[src/design/assert_macros.svh]
// Assertion macros shared by the queue RTL, clocked on clk and reset by rst_n
`ifndef ASSERT_MACROS_SVH
`define ASSERT_MACROS_SVH
`ifndef NO_ASSERTIONS
// property must hold at every clock edge outside reset
`define ASSERT_CLK(label, prop) \
    label: assert property (@(posedge clk) disable iff (!rst_n) (prop)) \
        else $error("assertion failed");
// condition must never be seen outside reset
`define ASSERT_NEVER(label, cond) \
    label: assert property (@(posedge clk) disable iff (!rst_n) !(cond)) \
        else $error("forbidden condition seen");
`else
`define ASSERT_CLK(label, prop)
`define ASSERT_NEVER(label, cond)
`endif
`endif

[src/design/spq_pkg.sv]
// Types and constants of the stable priority task queue
package spq_pkg;

    // operation codes
    localparam logic OP_INSERT = 1'b0;
    localparam logic OP_POP    = 1'b1;

    // status codes
    localparam logic [1:0] ST_OK    = 2'd0;
    localparam logic [1:0] ST_FULL  = 2'd1;
    localparam logic [1:0] ST_EMPTY = 2'd2;

    typedef struct packed {
        logic        operation;
        logic [7:0]  priority_req;
        logic [7:0]  task_id;
        logic [31:0] argument;
    } req_t;

    typedef struct packed {
        logic [1:0]  status;
        logic        popped_valid;
        logic [7:0]  out_priority;
        logic [7:0]  out_task_id;
        logic [31:0] out_argument;
        logic [4:0]  occupancy;
    } res_t;

    // one held task
    typedef struct packed {
        logic [7:0]  prio;
        logic [7:0]  task_id;
        logic [31:0] argument;
    } entry_t;

    // command broadcast to every cell of the row
    typedef struct packed {
        logic   ins;
        logic   pop;
        entry_t entry;
    } cmd_t;

endpackage

[src/design/stable_priority_task_queue.sv]
// Top level of the stable priority task queue
//
// Command channel: a request (insert or pop) transfers at a rising edge with
// start high and busy low. busy never rises, so a request may be issued every
// cycle. Each request gives exactly one result, shown on result with done high
// for one cycle, in the cycle after the request transfer. The receiver cannot
// stall; a result must be taken in the cycle it is shown.
// Throughput is one request per cycle: every cell of
// the row compares its priority with the request and updates in parallel,
// so no walk over the entries is needed.
// Ties keep arrival order: an insert goes behind every held entry whose
// priority value is the same or lower. A full queue drops inserts and
// reports ST_FULL; a pop on an empty queue reports ST_EMPTY.
// Reset empties the queue (count to zero) and clears done; slot contents are
// left as they are and are never read before being written.
// occupancy reports the number of held tasks after the request, low 5 bits.
module stable_priority_task_queue #(
    parameter int DEPTH         = 16,
    parameter int PRIORITY_BITS = 8
) (
    input  logic          clk,
    input  logic          rst_n,
    input  logic          start,
    output logic          busy,
    input  spq_pkg::req_t request,
    output logic          done,
    output spq_pkg::res_t result
);
    import spq_pkg::*;
`include "assert_macros.svh"

    localparam int CW = $clog2(DEPTH + 1);
    localparam logic [7:0] PRIO_MASK =
        (PRIORITY_BITS >= 8) ? 8'hFF : 8'((1 << PRIORITY_BITS) - 1);

    logic [CW-1:0] count_reg;
    logic [CW-1:0] count_next;
    logic          done_reg;
    logic          done_next;
    res_t          result_reg;
    res_t          result_next;

    logic          accept;
    logic          full;
    logic          empty;
    cmd_t          cmd;
    logic [1:0]    status;
    logic [CW+4:0] occ_ext;

    entry_t        cells [DEPTH];
    logic          keep  [DEPTH];

    assign busy   = 1'b0;
    assign accept = start && !busy;
    assign full   = (count_reg == CW'(DEPTH));
    assign empty  = (count_reg == '0);

    // decode the request into a row command
    always_comb
    begin
        cmd.ins            = 1'b0;
        cmd.pop            = 1'b0;
        cmd.entry.prio     = request.priority_req & PRIO_MASK;
        cmd.entry.task_id  = request.task_id;
        cmd.entry.argument = request.argument;
        status             = ST_OK;
        count_next         = count_reg;
        unique case (request.operation)
            OP_INSERT:
            begin
                if (full)
                begin
                    status = ST_FULL;
                end
                else
                begin
                    cmd.ins    = accept;
                    count_next = accept ? count_reg + CW'(1) : count_reg;
                end
            end
            OP_POP:
            begin
                if (empty)
                begin
                    status = ST_EMPTY;
                end
                else
                begin
                    cmd.pop    = accept;
                    count_next = accept ? count_reg - CW'(1) : count_reg;
                end
            end
            default:
            begin
                status = ST_OK;
            end
        endcase
    end

    // row of cells, head at index 0
    for (genvar i = 0; i < DEPTH; i++)
    begin : g_cell
        spq_cell u_cell (
            .clk         (clk),
            .cmd         (cmd),
            .occupied    (CW'(i) < count_reg),
            .left_keep   ((i == 0) ? 1'b1 : keep[(i == 0) ? 0 : i - 1]),
            .left_entry  ((i == 0) ? cmd.entry : cells[(i == 0) ? 0 : i - 1]),
            .right_entry ((i == DEPTH - 1) ? cells[i]
                                           : cells[(i == DEPTH - 1) ? i : i + 1]),
            .keep        (keep[i]),
            .entry       (cells[i])
        );
    end

    // result word
    always_comb
    begin
        occ_ext                  = {5'b0, count_next};
        result_next              = '0;
        result_next.status       = status;
        result_next.popped_valid = cmd.pop;
        if (cmd.pop)
        begin
            result_next.out_priority = cells[0].prio;
            result_next.out_task_id  = cells[0].task_id;
            result_next.out_argument = cells[0].argument;
        end
        result_next.occupancy    = occ_ext[4:0];
        done_next                = accept;
    end

    always_ff @(posedge clk or negedge rst_n)
    begin
        if (!rst_n)
        begin
            count_reg <= '0;
            done_reg  <= 1'b0;
        end
        else
        begin
            count_reg <= count_next;
            done_reg  <= done_next;
        end
    end

    always_ff @(posedge clk)
    begin
        if (accept)
        begin
            result_reg <= result_next;
        end
    end

    assign done   = done_reg;
    assign result = result_reg;

    // checks
    `ASSERT_CLK(a_done_follows_start, done |-> $past(accept))
    `ASSERT_NEVER(a_count_bound, count_reg > CW'(DEPTH))
    `ASSERT_CLK(a_count_quiet, !$past(accept) |-> $stable(count_reg))
    `ASSERT_CLK(a_pop_ok, (done && result.popped_valid) |-> (result.status == ST_OK))
    `ASSERT_CLK(a_full_drop, (done && result.status == ST_FULL) |-> (count_reg == CW'(DEPTH)))

endmodule

[src/design/spq_cell.sv]
// One slot of the sorted queue row: holds an entry and shifts it left or right
module spq_cell (
    input  logic           clk,
    input  spq_pkg::cmd_t  cmd,
    input  logic           occupied,
    input  logic           left_keep,
    input  spq_pkg::entry_t left_entry,
    input  spq_pkg::entry_t right_entry,
    output logic           keep,
    output spq_pkg::entry_t entry
);
    import spq_pkg::*;

    entry_t entry_reg;
    entry_t entry_next;

    // held entry stays put on insert when it is not served later than the new one
    assign keep  = occupied && (entry_reg.prio <= cmd.entry.prio);
    assign entry = entry_reg;

    // insert: first non-kept slot takes the new entry, later ones shift right
    // pop: every slot takes its right neighbour
    always_comb
    begin
        entry_next = entry_reg;
        if (cmd.ins && !keep)
        begin
            entry_next = left_keep ? cmd.entry : left_entry;
        end
        else if (cmd.pop)
        begin
            entry_next = right_entry;
        end
    end

    always_ff @(posedge clk)
    begin
        entry_reg <= entry_next;
    end

endmodule
[config.mk]
export PLATFORM = sky130hd
export DESIGN_NAME = stable_priority_task_queue
export DESIGN_NICKNAME = d
export VERILOG_FILES = /design/src/design/spq_pkg.sv /design/src/design/stable_priority_task_queue.sv /design/src/design/spq_cell.sv
export VERILOG_INCLUDE_DIRS = /design/src /design/src/design
export SDC_FILE = /design/constraint.sdc
export NUM_CORES = 2
export LEC_CHECK = 0
export ABC_AREA = 0
export BUFFER_PORTS_ARGS = -buffer_cell sky130_fd_sc_hd__buf_2
export CORE_MARGIN = 5
export CORE_UTILIZATION = 25
export CTS_CLUSTER_SIZE = 12
export DETAILED_ROUTE_END_ITERATION = 12
export PLACE_DENSITY_LB_ADDON = 0.12
export SLEW_MARGIN = 20
export SYNTH_ARGS = -nofsm -noshare
export SYNTH_HDL_FRONTEND = slang
export SYNTH_SLANG_ARGS = --single-unit
[constraint.sdc]
create_clock -name clk -period 16.4 [get_ports clk]
set_input_delay 1.64 -clock clk [delete_from_list [all_inputs] [get_ports clk]]
set_output_delay 1.64 -clock clk [all_outputs]
set_load 0.01 [all_outputs]
==> impl_metrics.csv <==
group,metric,value,unit
place,io_buffers,108,
final_layout,layout_commonest_cell,"edfxtp_1",
synthesis,synthesis.area,43860,um2
drt,wl_per_cell,25.34,um
floorplan,start_util,25.18,%
synthesis,synth_cell_type_count,52,
drt,drc_errors,0,
worst_setup_path,worst_path_max_delay_cell,"nand2_4",
final_layout,design_area,49990,um2
global_route,grt_usage,16.63,%
sta,rsz0062_at_grt,"false",
worst_setup_path,cp_max_fo,51,
sta,finClkSkew,0.03041,ns
sta,worst-slew-pin-transition,1.134,ns
synthesis,ys_ff_latch,830,
sta,finalSetupTns,0,ns
pwr,p_per_area,194.2,nW/um2
worst_setup_path,worstPathArrival,5.45,ns
worst_hold_path,min_from,"g_cell[6].u_cell.entry[12]$_DFFE_PP_",
final_layout,instances_no_fill,6208,
sta,fin_crit,5.123,ns
drt,antenna_left,0,
global_route,grt_max_degree,85,
worst_setup_path,reg2reg_slack,11.35,ns
worst_setup_path,crit_path_max_incr_delay,0.92,ns
synthesis,synth_edf_count,824,
worst_hold_path,holdCritPathClass,"flip-flop to flip-flop",
synthesis,synth_fp_nets,3994,
drt,postRouteWirelength,157.3,mm
global_route,grt_pass1_wl,227.5,mm
drt,first_pass_iters,7,
sta,finalCritPeriodShare,31.24,%
synthesis,synthArstFlopShare,0.7229,%
sta,slew_violations,0,
final_layout,finish.net_count,3987,
drt,viasPerCell,4.897,
status,status,"finished, final reports clean",
worst_setup_path,critical_path_buf_inv_count,3,
final_layout,final_cell_mix,"824 x edfxtp_1, 600 x nand2_1, 530 x mux2i_1",
final_layout,drive_above_1_share,14.02,%
place,pre_cts_slack,10.49,ns
clock_network,htreeDepth,3,
pwr,leakage,18.77,nW
worst_setup_path,crit_family,"simple AND/OR/NAND/NOR gates",
clock_network,cts_tree,"yes",
worst_setup_path,critPathMostFrequentCell,"buf_4",
pwr,seqPwrFrac,39.4,%
clock_network,holdBufCountCts,0,
synthesis,yosys_warnings,0,
sta,final_hold_viol_count,0,
clock_network,cts-root-buf,"clkbuf_16",
place,place_area,46970,um2
sta,setup_slack,11.28,ns
final_layout,area_growth,13.99,%
drt,num_vias,30400,
floorplan,die_w,428.8,um
pwr,ir_drop,121.4,uV
floorplan,io_pins,110,
clock_network,path_clk_slew,0.06,ns
pwr,design_power_total,9.708,mW
pwr,intPower,5.875,mW
worst_setup_path,worstSetupEndpointType,"flip-flop",
global_route,antenna_found_initial,8,
place,hpwl,97.54,mm
pwr,clock_power_share,22.1,%
sta,relSlewSlack,24.15,%
synthesis,dominantRegCellSynth,"edfxtp_1",
worst_setup_path,start_kind,"input port",
floorplan,rows,153,
pwr,power_switching,3.832,mW
clock_network,insertion_delay,0.73,ns
final_layout,largest_reg_flops,768,
clock_network,post_cts_resized,0,
final_layout,final_core_util,28.70,%
global_route,grt_pass1_vias,31030,
pwr,combPwrFrac,38.5,%
worst_setup_path,setup.worst_path.start,"start",
worst_setup_path,crit_path_cell_trace,"buf_4, nand2b_1, nor2_4, buf_4, buf_4, nand2_4, nand2_4",
drt,dr.first_iter.drc_count,2313,
synthesis,syn_avg_cell_area,11.51,um2
global_route,overflow,0,
clock_network,cts_buffers,102,
floorplan,coreArea,174200,um2
clock_network,cts.sinks,830,
sta,worst_hold_slack,0.5388,ns
worst_setup_path,reg2reg_from,"count_reg[0]$_DFF_PN0_",
synthesis,syn_inst,3810,
sta,fmax,0.1952,GHz
clock_network,post-cts-setup-buffers,0,
worst_setup_path,path_class,"input port to flip-flop",
sta,setup_viol,0,
clock_network,clock_path_buffers,3,
floorplan,fp.dieH,428.8,um
floorplan,dieArea,183900,um2
final_layout,fillers,18130,
job,drv_cap,0,
place,post-place-cells,6024,
pwr,swShare,39.48,%
worst_setup_path,required,16.73,ns
synthesis,seq_area_frac_synth,56.76,%
place,place.gp.congestion,0.8043,
## worst register-to-register path: cells and delay by family (launching register included)
family,cells,cell delay [ns]
AND/OR/NAND/NOR,4,2.09
buffers and inverters,3,1.37
flip-flops,1,0.84
adder cells (fa/ha/maj),1,0.32
## cell type report
class / instances / area, um2 / share of cell area [%]
Inverter: 32 / 120.1 / 0.2403
Timing Repair Buffer: 189 / 1171 / 2.343
Clock inverter: 44 / 306.5 / 0.6132
Clock buffer: 137 / 2705 / 5.411
Multi-Input combinational cell: 2648 / 17880 / 35.76
Antenna cell: 3 / 7.507 / 0.01502
Tap cell: 2325 / 2909 / 5.819
Sequential cell: 830 / 24890 / 49.79
## Yosys cell counts (16+ instances only)
master    instances  share of area [%]
inv_1            32               0.27
nor2_1          217                1.9
a31oi_1          99                1.4
mux2_2          183                4.7
o21ai_0         424                4.8
a21oi_1         251                2.9
nand4_1          26               0.37
mux2i_1         530                 12
clkbuf_1        170                1.5
and3_1           47               0.67
nor2b_1          16               0.23
o211ai_1         16               0.27
nand2_1         615                5.3
buf_4            23               0.39
ha_1            132                3.8
buf_2           105                1.2
edfxtp_1        824                 56
## power groups by stage
| stage | clock network (mW) | registers (mW) | logic (mW) |
|---|---|---|---|
| floorplan | 0 | 3.67 | 2.51 |
| global placement | 0 | 3.87 | 3.77 |
| detailed placement | 0 | 3.86 | 3.79 |
| CTS | 2.22 | 3.83 | 3.80 |
| global route | 2.29 | 3.90 | 4.10 |
| finish | 2.14 | 3.83 | 3.74 |
## worst paths after layout
kind	end	depth (start not counted)
worst min register to register	g_cell[5].u_cell.entry[12]$_DFFE_PP_	2
min in group asynchronous	count_reg[4]$_DFF_PN0_	1
worst max-delay path	g_cell[0].u_cell.entry[17]$_DFFE_PP_	7
max in group asynchronous	done$_DFF_PN0_	1
worst min-delay path	g_cell[5].u_cell.entry[12]$_DFFE_PP_	2
worst max register to register	g_cell[0].u_cell.entry[17]$_DFFE_PP_	8
## cells by family (layout without fill, tap and decap cells)
logic type      count (synthesis)  after routing  synth area share (%)
compound gates                840            840                 10.26
xor+xnor                        3              3               0.05992
fa+ha+maj                     132            132                 3.766
buf+inv                       332            402                 3.355
flops                         830            830                 56.76
mux                           713            713                 16.80
other cells                     1              4              0.008551
simple gates                  959            959                 8.998
## routing by layer
metal | wire length [um] | track usage [%]
met5 | 0 | 0
met4 | 4010 | 4.736
met3 | 6408 | 2.229
met2 | 72230 | 27.15
met1 | 74640 | 23.09
Power figures use the tool's default switching activity.
